<file path="src/hdl/hnhd_pkg.sv">
// Package for the hand-near-head dwell detector.
// Holds window sizes, derived widths, register codes and reset values.
// No dependencies; used by hand_near_head_dwell_detector.
package hnhd_pkg;

  localparam int COORD_W = 10;
  localparam int DWELL_W = 8;
  localparam int LIMIT_W = 10;
  localparam int HOLD_W  = 8;

  localparam int X_WINDOW = 20;
  localparam int Y_WINDOW = 10;

  // Slot index widths; a one-entry window still gets one index bit.
  localparam int X_IDX_W = (X_WINDOW > 1) ? $clog2(X_WINDOW) : 1;
  localparam int Y_IDX_W = (Y_WINDOW > 1) ? $clog2(Y_WINDOW) : 1;
  localparam int X_CNT_W = $clog2(X_WINDOW + 1);
  localparam int Y_CNT_W = $clog2(Y_WINDOW + 1);
  localparam int X_SUM_W = $clog2(X_WINDOW * ((1 << COORD_W) - 1) + 1);
  localparam int Y_SUM_W = $clog2(Y_WINDOW * ((1 << COORD_W) - 1) + 1);
  localparam int X_PROD_W = LIMIT_W + X_CNT_W;
  localparam int Y_PROD_W = LIMIT_W + Y_CNT_W;

  localparam int ADDR_W = 4;
  localparam int DATA_W = 32;
  localparam int IN_TDATA_W  = 40;
  localparam int OUT_TDATA_W = 8;

  typedef enum logic [1:0] {
    REG_X_LIMIT = 2'd0,
    REG_Y_LIMIT = 2'd1,
    REG_X_HOLD  = 2'd2,
    REG_Y_HOLD  = 2'd3
  } reg_idx_t;

  localparam logic [LIMIT_W-1:0] X_LIMIT_RST = LIMIT_W'(30);
  localparam logic [LIMIT_W-1:0] Y_LIMIT_RST = LIMIT_W'(30);
  localparam logic [HOLD_W-1:0]  X_HOLD_RST  = HOLD_W'(5);
  localparam logic [HOLD_W-1:0]  Y_HOLD_RST  = HOLD_W'(10);

  localparam logic [DWELL_W-1:0] DWELL_MAX = {DWELL_W{1'b1}};

  function automatic logic [COORD_W-1:0] abs_diff(input logic [COORD_W-1:0] a,
                                                  input logic [COORD_W-1:0] b);
    return (a >= b) ? (a - b) : (b - a);
  endfunction

endpackage

</file>
<file path="src/hdl/hand_near_head_dwell_detector.sv">
// Hand-near-head dwell detector: moving-average windows in block memories,
// running sums, dwell counters and an APB register file.
// Depends on hnhd_pkg.
//
//  channel | role   | signals                                 | word
//  s_*     | input  | s_tvalid s_tready s_tdata s_tuser       | head/hand coords, valid flag
//  m_*     | output | m_tvalid m_tready m_tdata               | detected
//  apb     | config | psel penable pwrite paddr pwdata prdata | four registers
//
// One word per cycle sustained while m_tready does not stall. Accepting a
// valid-coords word reads the oldest sample and writes the new one into each
// window memory (read-before-write on one port); as the stage register moves
// on, sums, fill counts and dwell counters update into the output register.
// Reset clears sums, counts, slots, dwell counters and registers to defaults;
// window memories are not cleared, an entry is only read back once written.
// A stall on m_tready backs up through the stage register to s_tready.
module hand_near_head_dwell_detector (
  input  logic                               clk,
  input  logic                               rst,
  input  logic                               s_tvalid,
  output logic                               s_tready,
  // [9:0] head_x, [19:10] head_y, [29:20] hand_x, [39:30] hand_y
  input  logic [hnhd_pkg::IN_TDATA_W-1:0]    s_tdata,
  // [0] coords_valid
  input  logic                               s_tuser,
  output logic                               m_tvalid,
  input  logic                               m_tready,
  // [0] detected, [7:1] zero
  output logic [hnhd_pkg::OUT_TDATA_W-1:0]   m_tdata,
  input  logic                               psel,
  input  logic                               penable,
  input  logic                               pwrite,
  input  logic [hnhd_pkg::ADDR_W-1:0]        paddr,
  input  logic [hnhd_pkg::DATA_W-1:0]        pwdata,
  output logic [hnhd_pkg::DATA_W-1:0]        prdata,
  output logic                               pready
);

  localparam int CW = hnhd_pkg::COORD_W;

  // Configuration registers.
  logic [hnhd_pkg::LIMIT_W-1:0] x_limit, y_limit;
  logic [hnhd_pkg::HOLD_W-1:0]  x_hold, y_hold;
  hnhd_pkg::reg_idx_t           reg_sel;

  assign pready  = 1'b1;
  assign reg_sel = hnhd_pkg::reg_idx_t'(paddr[3:2]);

  always_ff @(posedge clk) begin
    if (rst) begin
      x_limit <= hnhd_pkg::X_LIMIT_RST;
      y_limit <= hnhd_pkg::Y_LIMIT_RST;
      x_hold  <= hnhd_pkg::X_HOLD_RST;
      y_hold  <= hnhd_pkg::Y_HOLD_RST;
    end else if (psel && penable && pwrite) begin
      unique case (reg_sel)
        hnhd_pkg::REG_X_LIMIT: x_limit <= pwdata[hnhd_pkg::LIMIT_W-1:0];
        hnhd_pkg::REG_Y_LIMIT: y_limit <= pwdata[hnhd_pkg::LIMIT_W-1:0];
        hnhd_pkg::REG_X_HOLD:  x_hold  <= pwdata[hnhd_pkg::HOLD_W-1:0];
        hnhd_pkg::REG_Y_HOLD:  y_hold  <= pwdata[hnhd_pkg::HOLD_W-1:0];
        default: ;
      endcase
    end
  end

  always_comb begin
    unique case (reg_sel)
      hnhd_pkg::REG_X_LIMIT: prdata = hnhd_pkg::DATA_W'(x_limit);
      hnhd_pkg::REG_Y_LIMIT: prdata = hnhd_pkg::DATA_W'(y_limit);
      hnhd_pkg::REG_X_HOLD:  prdata = hnhd_pkg::DATA_W'(x_hold);
      hnhd_pkg::REG_Y_HOLD:  prdata = hnhd_pkg::DATA_W'(y_hold);
      default:               prdata = '0;
    endcase
  end

  // Handshake and pipeline control.
  logic st_valid, st_coords;
  logic advance, in_fire, st_fire, out_fire;

  assign advance  = !m_tvalid || m_tready;
  assign s_tready = !st_valid || advance;
  assign in_fire  = s_tvalid && s_tready;
  assign st_fire  = st_valid && advance;
  assign out_fire = m_tvalid && m_tready;

  // Accept stage: distances and window memory access.
  logic [CW-1:0] in_dx, in_dy;
  logic          mem_we;

  assign in_dx  = hnhd_pkg::abs_diff(s_tdata[CW-1:0], s_tdata[3*CW-1:2*CW]);
  assign in_dy  = hnhd_pkg::abs_diff(s_tdata[2*CW-1:CW], s_tdata[4*CW-1:3*CW]);
  assign mem_we = in_fire && s_tuser;

  logic [CW-1:0] x_mem [hnhd_pkg::X_WINDOW];
  logic [CW-1:0] y_mem [hnhd_pkg::Y_WINDOW];
  logic [CW-1:0] x_old, y_old;
  logic [hnhd_pkg::X_IDX_W-1:0] x_slot;
  logic [hnhd_pkg::Y_IDX_W-1:0] y_slot;

  // The read returns the sample being replaced, the one written a window ago.
  always_ff @(posedge clk) begin
    if (mem_we) begin
      x_old         <= x_mem[x_slot];
      x_mem[x_slot] <= in_dx;
    end
  end

  always_ff @(posedge clk) begin
    if (mem_we) begin
      y_old         <= y_mem[y_slot];
      y_mem[y_slot] <= in_dy;
    end
  end

  always_ff @(posedge clk) begin
    if (rst) begin
      x_slot <= '0;
      y_slot <= '0;
    end else if (mem_we) begin
      x_slot <= (x_slot == hnhd_pkg::X_IDX_W'(hnhd_pkg::X_WINDOW - 1)) ? '0 : x_slot + 1'b1;
      y_slot <= (y_slot == hnhd_pkg::Y_IDX_W'(hnhd_pkg::Y_WINDOW - 1)) ? '0 : y_slot + 1'b1;
    end
  end

  logic [CW-1:0] st_dx, st_dy;

  always_ff @(posedge clk) begin
    if (rst) begin
      st_valid <= 1'b0;
    end else if (in_fire) begin
      st_valid <= 1'b1;
    end else if (st_fire) begin
      st_valid <= 1'b0;
    end
  end

  always_ff @(posedge clk) begin
    if (in_fire) begin
      st_coords <= s_tuser;
      st_dx     <= in_dx;
      st_dy     <= in_dy;
    end
  end

  // Update stage: running sums, fill counts, mean compares, dwell counters.
  logic [hnhd_pkg::X_SUM_W-1:0] x_sum, x_sum_next;
  logic [hnhd_pkg::Y_SUM_W-1:0] y_sum, y_sum_next;
  logic [hnhd_pkg::X_CNT_W-1:0] x_filled, x_filled_next;
  logic [hnhd_pkg::Y_CNT_W-1:0] y_filled, y_filled_next;
  logic [hnhd_pkg::X_PROD_W-1:0] x_bound;
  logic [hnhd_pkg::Y_PROD_W-1:0] y_bound;
  logic [hnhd_pkg::DWELL_W-1:0] x_dwell, x_dwell_next, y_dwell, y_dwell_next;
  logic x_full, y_full, x_below, y_below, detected_next;

  assign x_full = (x_filled == hnhd_pkg::X_CNT_W'(hnhd_pkg::X_WINDOW));
  assign y_full = (y_filled == hnhd_pkg::Y_CNT_W'(hnhd_pkg::Y_WINDOW));

  always_comb begin
    x_sum_next    = x_sum + hnhd_pkg::X_SUM_W'(st_dx)
                    - (x_full ? hnhd_pkg::X_SUM_W'(x_old) : '0);
    y_sum_next    = y_sum + hnhd_pkg::Y_SUM_W'(st_dy)
                    - (y_full ? hnhd_pkg::Y_SUM_W'(y_old) : '0);
    x_filled_next = x_full ? x_filled : x_filled + 1'b1;
    y_filled_next = y_full ? y_filled : y_filled + 1'b1;
    x_bound       = hnhd_pkg::X_PROD_W'(x_limit) * hnhd_pkg::X_PROD_W'(x_filled_next);
    y_bound       = hnhd_pkg::Y_PROD_W'(y_limit) * hnhd_pkg::Y_PROD_W'(y_filled_next);
    x_below       = hnhd_pkg::X_PROD_W'(x_sum_next) < x_bound;
    y_below       = hnhd_pkg::Y_PROD_W'(y_sum_next) < y_bound;
    x_dwell_next  = !x_below ? '0
                  : (x_dwell == hnhd_pkg::DWELL_MAX) ? x_dwell : x_dwell + 1'b1;
    y_dwell_next  = !y_below ? '0
                  : (y_dwell == hnhd_pkg::DWELL_MAX) ? y_dwell : y_dwell + 1'b1;
    detected_next = st_coords && (x_dwell_next > x_hold) && (y_dwell_next > y_hold);
  end

  always_ff @(posedge clk) begin
    if (rst) begin
      x_sum    <= '0;
      y_sum    <= '0;
      x_filled <= '0;
      y_filled <= '0;
      x_dwell  <= '0;
      y_dwell  <= '0;
    end else if (st_fire && st_coords) begin
      x_sum    <= x_sum_next;
      y_sum    <= y_sum_next;
      x_filled <= x_filled_next;
      y_filled <= y_filled_next;
      x_dwell  <= x_dwell_next;
      y_dwell  <= y_dwell_next;
    end
  end

  // Output register.
  logic detected;

  always_ff @(posedge clk) begin
    if (rst) begin
      m_tvalid <= 1'b0;
    end else if (st_fire) begin
      m_tvalid <= 1'b1;
    end else if (out_fire) begin
      m_tvalid <= 1'b0;
    end
  end

  always_ff @(posedge clk) begin
    if (st_fire) begin
      detected <= detected_next;
    end
  end

  assign m_tdata = {{(hnhd_pkg::OUT_TDATA_W-1){1'b0}}, detected};

  // Assertions.
  a_x_filled_range: assert property (@(posedge clk) disable iff (rst)
    x_filled <= hnhd_pkg::X_CNT_W'(hnhd_pkg::X_WINDOW))
    else $error("x fill count beyond window size");

  a_y_slot_range: assert property (@(posedge clk) disable iff (rst)
    y_slot <= hnhd_pkg::Y_IDX_W'(hnhd_pkg::Y_WINDOW - 1))
    else $error("y write slot beyond window");

  a_invalid_holds_sums: assert property (@(posedge clk) disable iff (rst)
    (st_fire && !st_coords) |=> ($stable(x_sum) && $stable(y_sum) && $stable(x_dwell)))
    else $error("invalid word changed window state");

  a_detect_needs_dwell: assert property (@(posedge clk) disable iff (rst)
    (st_fire && detected_next) |=> (x_dwell > x_hold && y_dwell > y_hold))
    else $error("detected without both dwell counts");

  a_no_accept_when_blocked: assert property (@(posedge clk) disable iff (rst)
    (st_valid && m_tvalid && !m_tready) |-> !s_tready)
    else $error("word accepted while stage is blocked");

endmodule

</file>
<file path="config.mk">
export PLATFORM = sky130hd
export DESIGN_NAME = hand_near_head_dwell_detector
export DESIGN_NICKNAME = d
export VERILOG_FILES = /design/src/hdl/hnhd_pkg.sv /design/src/hdl/hand_near_head_dwell_detector.sv
export SDC_FILE = /design/constraint.sdc
export NUM_CORES = 1
export LEC_CHECK = 0
export ABC_AREA = 1
export BUFFER_PORTS_ARGS = -buffer_cell sky130_fd_sc_hd__buf_2
export CAP_MARGIN = 20
export CORE_ASPECT_RATIO = 1.25
export CORE_MARGIN = 1
export CORE_UTILIZATION = 30
export DETAILED_ROUTE_END_ITERATION = 12
export GPL_ROUTABILITY_DRIVEN = 0
export SLEW_MARGIN = 30
export SYNTH_ARGS = -nofsm -noshare
export SYNTH_HDL_FRONTEND = slang
export SYNTH_SLANG_ARGS = --single-unit
</file>
<file path="constraint.sdc">
create_clock -name clk -period 7.2 [get_ports clk]
set_clock_uncertainty 0.05 [all_clocks]
set_input_delay 1.44 -clock clk [delete_from_list [all_inputs] [get_ports clk]]
set_output_delay 1.44 -clock clk [all_outputs]
set_load 0.03 [all_outputs]
</file>
==> summary.md, run 1 <==
| Metric | Value |
|---|---|
| Setup total negative slack | `0 ps` |
| Top-count cell post-synth | `nand2_1` |
| Initial antenna violation count | `1` |
| Tot GR Track Use | `0.132` |
| Layout Nets | `3078` |
| Final setup viols | `0` |
| Max H-tree Level | `2` |
| CP Launch Type | `flip-flop` |
| Vias in the first global route | `17600` |
| Synth cell types | `54` |
| Min Tclk post-route | `6520 ps` |
| Worst hold-check path type | `flip-flop to flip-flop` |
| DIE WIDTH | `263 µm` |
| Port bufs | `72` |
| Core Area | `84300 µm²` |
| Final Util | `0.339` |
| CP Capture Type | `flip-flop` |
| Mapped Avg Cell Area | `9.38 µm²` |
| Initial Util | `0.303` |
| Antenna Cells | `0` |
| Pwr dens | `256 nW/µm²` |
| Post-route insts no fill | `3897` |
| CP max FO | `13` |
| Register area | `12300 µm²` |
| Worst Path Arrival | `6890 ps` |
| Hold buffers post-CTS | `0` |
| Global-route wire length before repair | `91900 µm` |
| Leak | `0.0119 µW` |
| Worst slew pin tran | `977 ps` |
| CTS tree | `yes` |
| Met1 Use GR | `0.163` |
| Post-Syn Instances | `2717` |
| Total CTS buffers | `48` |
| Synthesized flop and latch total | `443` |
| Share of cells above drive strength 1 | `0.0969` |
| Met3 Usage GRT | `0.0185` |
| VDD IR max | `180 µV` |
| Worst-Skew Late Latency | `600 ps` |
| Fmax | `0.153 GHz` |
| Clock buffer depth | `3` |
| RSZ-0062 raised after global routing | `no` |
| Largest area contributor in the netlist | `edfxtp_1` |
| Fill cells | `8612` |
| Largest net degree at the start of global routing | `86` |
| Classification of the worst setup path | `flip-flop to flip-flop` |
| Max-slew headroom | `0.346` |
| Area of the multi-input gates | `11100 µm²` |
| Row cnt | `119` |
| Final Hold Viols | `0` |
| DR WL/cell | `14.8 µm` |
| Post-synth top area share | `0.403` |
| Clk root buf | `clkbuf_16` |
| Synth area leaders | `edfxtp_1 (40%), dfxtp_1 (7.9%), ha_1 (7.9%)` |
| Remaining DRCs | `0` |
| Sequential-to-total area share from yosys stat | `0.482` |
| Hold WS | `409 ps` |
| Worst path slowest cell | `fa_1` |
| GRT busiest layer | `met2` |
| Average vias per placed instance | `4.67` |
| Drt first pass iters | `5` |
| Netlist area before placement | `25500 µm²` |
| Vias | `18200` |
| CP max stage delay | `510 ps` |
| Wirelength, routed | `57600 µm` |
| Clock transition at path regs | `60 ps` |
| Status | `finished clean` |
| Synth async-reset ratio | `0` |
| Slew Limit Fails | `0` |
| Post-synth EDFFs | `342` |
| 1st-iter DRT viols | `996` |
| Syn-to-layout area delta | `11.9%` |
| Cell mode on critical path | `inv_1` |
| Synth warn | `0` |
| Main synth FF type | `edfxtp_1` |
| Finished Cell Area | `28500 µm²` |
| HPWL after detailed placement | `41000 µm` |
| IO Pins | `127` |
| WP data required | `7570 ps` |
| Inst Count DP | `3808` |
| Placed standard-cell area | `26800 µm²` |
| Gr ovfl total | `0` |
| Die height | `328 µm` |
| Period Utilization, post-route | `0.905` |
| Max-cap violation count | `0` |
| Met2 usage | `0.239` |
| Die area | `86200 µm²` |
| Synth cell count leaders | `nand2_1 (394), inv_1 (383), edfxtp_1 (342)` |
| Antenna-violating nets left | `0` |
| CTS sink cnt | `443` |
through the flow:
stage	total power [µW]	setup WS, ps
after floorplan	4320	1230
after global placement	4740	403
after detailed placement	4770	377
after CTS	7370	322
after global routing	7720	21.1
final	7290	681
placed cells by master (no fill, tap or decap), types with 9 or more instances in the layout:
master	netlist	routed
nand2_1	394	394
inv_1	383	382
edfxtp_1	342	342
nor2_1	262	251
o21ai_0	228	226
a21oi_1	171	171
ha_1	161	161
dfxtp_1	101	100
nand3_1	95	95
buf_2	26	72
fa_1	64	64
xor2_1	54	54
o22ai_1	52	52
clkbuf_16	0	48
a22oi_1	40	40
o21ai_1	29	31
conb_1	2	30
buf_4	37	26
o211ai_1	24	24
nor3_1	23	21
inv_2	19	21
xnor2_1	21	21
nor2_2	6	17
nand3b_1	15	15
nand2_2	12	12
clkinv_2	0	12
a21oi_2	11	11
nand3_2	10	10
nand4_1	9	9
routing by layer:
metal  up-vias  part of all wire
li1       9199                 -
met1      8656              0.44
met2       292              0.50
met3        63             0.038
met4         2             0.018
met5         -           0.00023
path summary, 6_finish.rpt:
kind	from	end	slack [ps]	cells past startpoint
worst max-delay path	x_filled[0]$_SDFFE_PP0P_	detected$_DFFE_PP_	680	36
worst min-delay path	x_sum[0]$_SDFFE_PP0P_	x_sum[0]$_SDFFE_PP0P_	410	2
worst max register to register	x_filled[0]$_SDFFE_PP0P_	detected$_DFFE_PP_	680	36
worst min register to register	x_sum[0]$_SDFFE_PP0P_	x_sum[0]$_SDFFE_PP0P_	410	2
critical path: cells and delay by family, from the launching register on:
family	cells	cell delay, ps
adders and majority gates	7	2590
AOI/OAI and AO/OA	10	1560
and+or+nand+nor	11	1170
buffers and inverters	8	580
DFF	1	400
cell families (layout without fill, tap and decap cells):
family,Yosys count,after routing,synth area share
simple gates,849,849,0.143
compound gates,596,596,0.132
buf+inv,527,590,0.0870
flops,443,443,0.482
fa+ha+maj,225,225,0.129
xor+xnor,75,75,0.0258
other cells,2,30,0.000295
where the power goes:
part | switching [µW] | total, µW | internal, µW
combinational | 1150 | 1740 | 586
sequential | 38.2 | 2980 | 2940
clock | 1060 | 2580 | 1530
total | 2240 | 7290 | 5050
sequential cells by signal, summed over array words and instances (netlist names):
register   count
x_dwell        8
x_slot         5
x_limit       10
y_hold         8
x_old         10
x_hold         8
m_tvalid       1
y_slot         4
x_sum         15
y_old         10
detected       1
x_filled       5
st_dx         10
y_limit       10
st_dy         10
y_dwell        8
y_sum         14
y_filled       4
st_coords      1
y_mem        100
x_mem        200
st_valid       1
layout make-up:
| cell class | count | area share |
|---|---|---|
| tap | 1089 | 0.0478 |
| clock buffer | 55 | 0.0430 |
| timing repair buffer | 98 | 0.0195 |
| sequential | 443 | 0.431 |
| clock inverter | 34 | 0.0150 |
| multi-input combinational | 1775 | 0.391 |
| inverter | 403 | 0.0530 |
timing repair:
| action | in CTS | in global routing |
|---|---|---|
| resized for setup | 0 | 3 |
| setup buffers | 0 | 0 |
| endpoints found under the setup margin | 0 | 1 |
(Power assumes the default switching activity.)
==> run 2: changes to the inputs <==
--- a/config.mk
+++ b/config.mk
@@ -5,7 +5,6 @@
 export SDC_FILE = /design/constraint.sdc
 export NUM_CORES = 1
 export LEC_CHECK = 0
-export ABC_AREA = 1
 export BUFFER_PORTS_ARGS = -buffer_cell sky130_fd_sc_hd__buf_2
 export CAP_MARGIN = 20
 export CORE_ASPECT_RATIO = 1.25
==> summary.md, run 2 <==
| Metric | Value |
|---|---|
| 1st-iter DRT viols | `969 (was 996)` |
| Port bufs | `72 (unchanged)` |
| IO Pins | `127 (unchanged)` |
| Top-count cell post-synth | `edfxtp_1 (was nand2_1)` |
| CTS sink cnt | `443 (unchanged)` |
| Most frequent cells in the layout | `edfxtp_1 (342), inv_1 (218), ha_1 (159), nand2_1 (149), a21oi_1 (120) (was nand2_1 (394), inv_1 (382), edfxtp_1 (342), nor2_1 (251), o21ai_0 (226))` |
| Vias | `15900 (was 18200)` |
| Post-synth top area share | `0.410 (was 0.403)` |
| Worst hold-check path type | `flip-flop to flip-flop (unchanged)` |
| CP max stage delay | `560 ps (was 510 ps)` |
| Synth warn | `0 (unchanged)` |
| Core Area | `82800 µm² (was 84300 µm²)` |
| Main synth FF type | `edfxtp_1 (unchanged)` |
| Clock buffer depth | `3 (unchanged)` |
| Commonest non-fill, non-tap cell in the layout | `edfxtp_1 (was nand2_1)` |
| Layout Nets | `2505 (was 3078)` |
| Worst path slowest cell | `or4_4 (was fa_1)` |
| CP Capture Type | `flip-flop (unchanged)` |
| Gr ovfl total | `0 (unchanged)` |
| Initial Util | `0.302 (was 0.303)` |
| Largest area contributor in the netlist | `edfxtp_1 (unchanged)` |
| Violations in the final reports | `DRC` |
| Cell mode on critical path | `ha_1 (was inv_1)` |
| Vias in the first global route | `16500 (was 17600)` |
| Logic pwr share | `0.255 (was 0.238)` |
| Internal Dissipation | `5160 µW (was 5050 µW)` |
| Clk root buf | `clkbuf_16 (unchanged)` |
| Max H-tree Level | `2 (unchanged)` |
| CTS tree | `yes (unchanged)` |
| Worst Path Arrival | `7330 ps (was 6890 ps)` |
| Clock power frac | `0.338 (was 0.354)` |
| Pwr dens | `257 nW/µm² (was 256 nW/µm²)` |
| Status | `finished, violations left (was finished clean)` |
| Total power | `7360 µW (was 7290 µW)` |
| Tot GR Track Use | `0.128 (was 0.132)` |
| Wirelength, routed | `54600 µm (was 57600 µm)` |
| Worst slew pin tran | `880 ps (was 977 ps)` |
| Max reg flops | `200 (unchanged)` |
| WP data required | `7620 ps (was 7570 ps)` |
| Synth async-reset ratio | `0 (unchanged)` |
| Sequential power share | `0.406 (was 0.408)` |
| Largest net degree at the start of global routing | `65 (was 86)` |
| Antenna-violating nets left | `0 (unchanged)` |
| Final Hold Viols | `0 (unchanged)` |
| Slew Limit Fails | `0 (unchanged)` |
| Sw frac | `0.299 (was 0.308)` |
| Fill cells | `8038 (was 8612)` |
| Min Tclk post-route | `6910 ps (was 6520 ps)` |
| DR WL/cell | `16.5 µm (was 14.8 µm)` |
| DIE WIDTH | `260 µm (was 263 µm)` |
| Post-Syn Instances | `2110 (was 2717)` |
| Syn-to-layout area delta | `14.0% (was 11.9%)` |
| HPWL after detailed placement | `39100 µm (was 41000 µm)` |
| Drt first pass iters | `10 (was 5)` |
| Initial antenna violation count | `0 (was 1)` |
| Remaining DRCs | `8 (was 0)` |
| Clock transition at path regs | `60 ps (about the same)` |
| Worst-Skew Late Latency | `600 ps (about the same)` |
| Average vias per placed instance | `4.80 (was 4.67)` |
| Row cnt | `118 (was 119)` |
| Sequential-to-total area share from yosys stat | `0.491 (was 0.482)` |
| Synth cell count leaders | `edfxtp_1 (342), inv_1 (218), ha_1 (161) (was nand2_1 (394), inv_1 (383), edfxtp_1 (342))` |
| Max-slew headroom | `0.411 (was 0.346)` |
| Leak | `0.0109 µW (was 0.0119 µW)` |
| Fmax | `0.145 GHz (was 0.153 GHz)` |
| Final setup viols | `0 (unchanged)` |
| Max-cap violation count | `0 (unchanged)` |
| Die area | `84700 µm² (was 86200 µm²)` |
| CP Launch Type | `flip-flop (unchanged)` |
| Largest Register | `x_mem (unchanged)` |
| Sw power | `2200 µW (was 2240 µW)` |
| Die height | `325 µm (was 328 µm)` |
| Synth cell types | `70 (was 54)` |
| VDD IR max | `163 µV (was 180 µV)` |
| CP max FO | `7 (was 13)` |
| Top Registers | `x_mem (200), y_mem (100), x_sum (15) (unchanged)` |
| Antenna Cells | `0 (unchanged)` |
| Mapped Avg Cell Area | `11.9 µm² (was 9.38 µm²)` |
| Period Utilization, post-route | `0.959 (was 0.905)` |
| Global-route wire length before repair | `87300 µm (was 91900 µm)` |
| Share of cells above drive strength 1 | `0.158 (was 0.0969)` |
| Setup total negative slack | `0 ps (unchanged)` |
| Netlist area before placement | `25000 µm² (was 25500 µm²)` |
| Synthesized flop and latch total | `443 (unchanged)` |
| Post-synth EDFFs | `342 (unchanged)` |
| Total CTS buffers | `47 (was 48)` |
| Synth area leaders | `edfxtp_1 (41%), dfxtp_1 (8.1%), ha_1 (8.0%) (was edfxtp_1 (40%), dfxtp_1 (7.9%), ha_1 (7.9%))` |
| Classification of the worst setup path | `flip-flop to flip-flop (unchanged)` |
==> run 2: metal layers <==
metal	track usage	part of all wire
met1	0.160	0.44
met2	0.226	0.50
met3	0.0169	0.034
met4	0.0413	0.024
met5	0	0
==> run 2: logic make-up (layout without fill, tap and decap cells) <==
| kind of cell | after synthesis | in the layout | synth area share |
|---|---|---|---|
| mux | 152 | 152 | 0.101 |
| fa+ha+maj | 225 | 225 | 0.132 |
| other cells | 2 | 30 | 0.000300 |
| xor+xnor | 81 | 81 | 0.0286 |
| buf+inv | 335 | 432 | 0.0570 |
| compound gates | 333 | 333 | 0.0830 |
| simple gates | 539 | 539 | 0.107 |
| flops | 443 | 443 | 0.491 |
==> run 2: path summary, 6_finish.rpt <==
| path | startpoint | end | slack, ps | cells past startpoint |
|---|---|---|---|---|
| max | x_filled[0]$_SDFFE_PP0P_ | detected$_DFFE_PP_ | 290 | 30 |
| min | y_sum[0]$_SDFFE_PP0P_ | y_sum[0]$_SDFFE_PP0P_ | 410 | 2 |
| max reg2reg | x_filled[0]$_SDFFE_PP0P_ | detected$_DFFE_PP_ | 290 | 30 |
| min reg2reg | y_sum[0]$_SDFFE_PP0P_ | y_sum[0]$_SDFFE_PP0P_ | 410 | 2 |
==> run 2: timing repair <==
action | 4_1_cts | 5_1_grt
resized for setup | 5 | 33
cloned | 0 | 0
pin swaps | 1 | 14
hold buffers | 0 | 0
endpoints found under the setup margin | 1 | 1
setup buffers | 0 | 2
==> run 2: area by class of cell <==
type	instances	area (µm²)	share of cell area
clock buffers	61	1300	0.0455
clock inverters	27	313	0.0110
inverters	219	822	0.0288
multi-input cells	1360	11700	0.410
flip-flops and latches	443	12300	0.431
well taps	1080	1350	0.0473
repair buffers	125	764	0.0268
==> run 2: critical path: cells and delay by family (launching register included) <==
kind            cells  cell delay [ps]
fa+ha+maj           7             2380
compound gates     10             1800
simple gates        6             1430
buf+inv             6              590
flops               1              340
xor+xnor            1              190
==> run 2: through the flow <==
stage | hold WS [ps] | instance area [µm²] | utilization | cells | worst slack, ps
4_1_cts | 408 | 28400 | 0.343 | 3313 | 23.7
3_3_place_gp | 394 | 26700 | 0.323 | 3225 | 45.2
3_5_place_dp | 400 | 26800 | 0.323 | 3225 | -27.9
5_1_grt | 429 | 28600 | 0.345 | 3315 | -25.3
2_1_floorplan | 386 | 25200 | - | 2138 | 469
6_report | 406 | 28600 | 0.345 | 3315 | 293
==> run 2: power by group through the flow <==
stage	Clock (µW)	Sequential, µW	Combinational, µW
after floorplan	0	3030	1340
after global placement	0	3040	1760
after detailed placement	0	3040	1830
after CTS	2540	2990	1850
after global routing	2640	3000	2110
final	2490	2990	1880
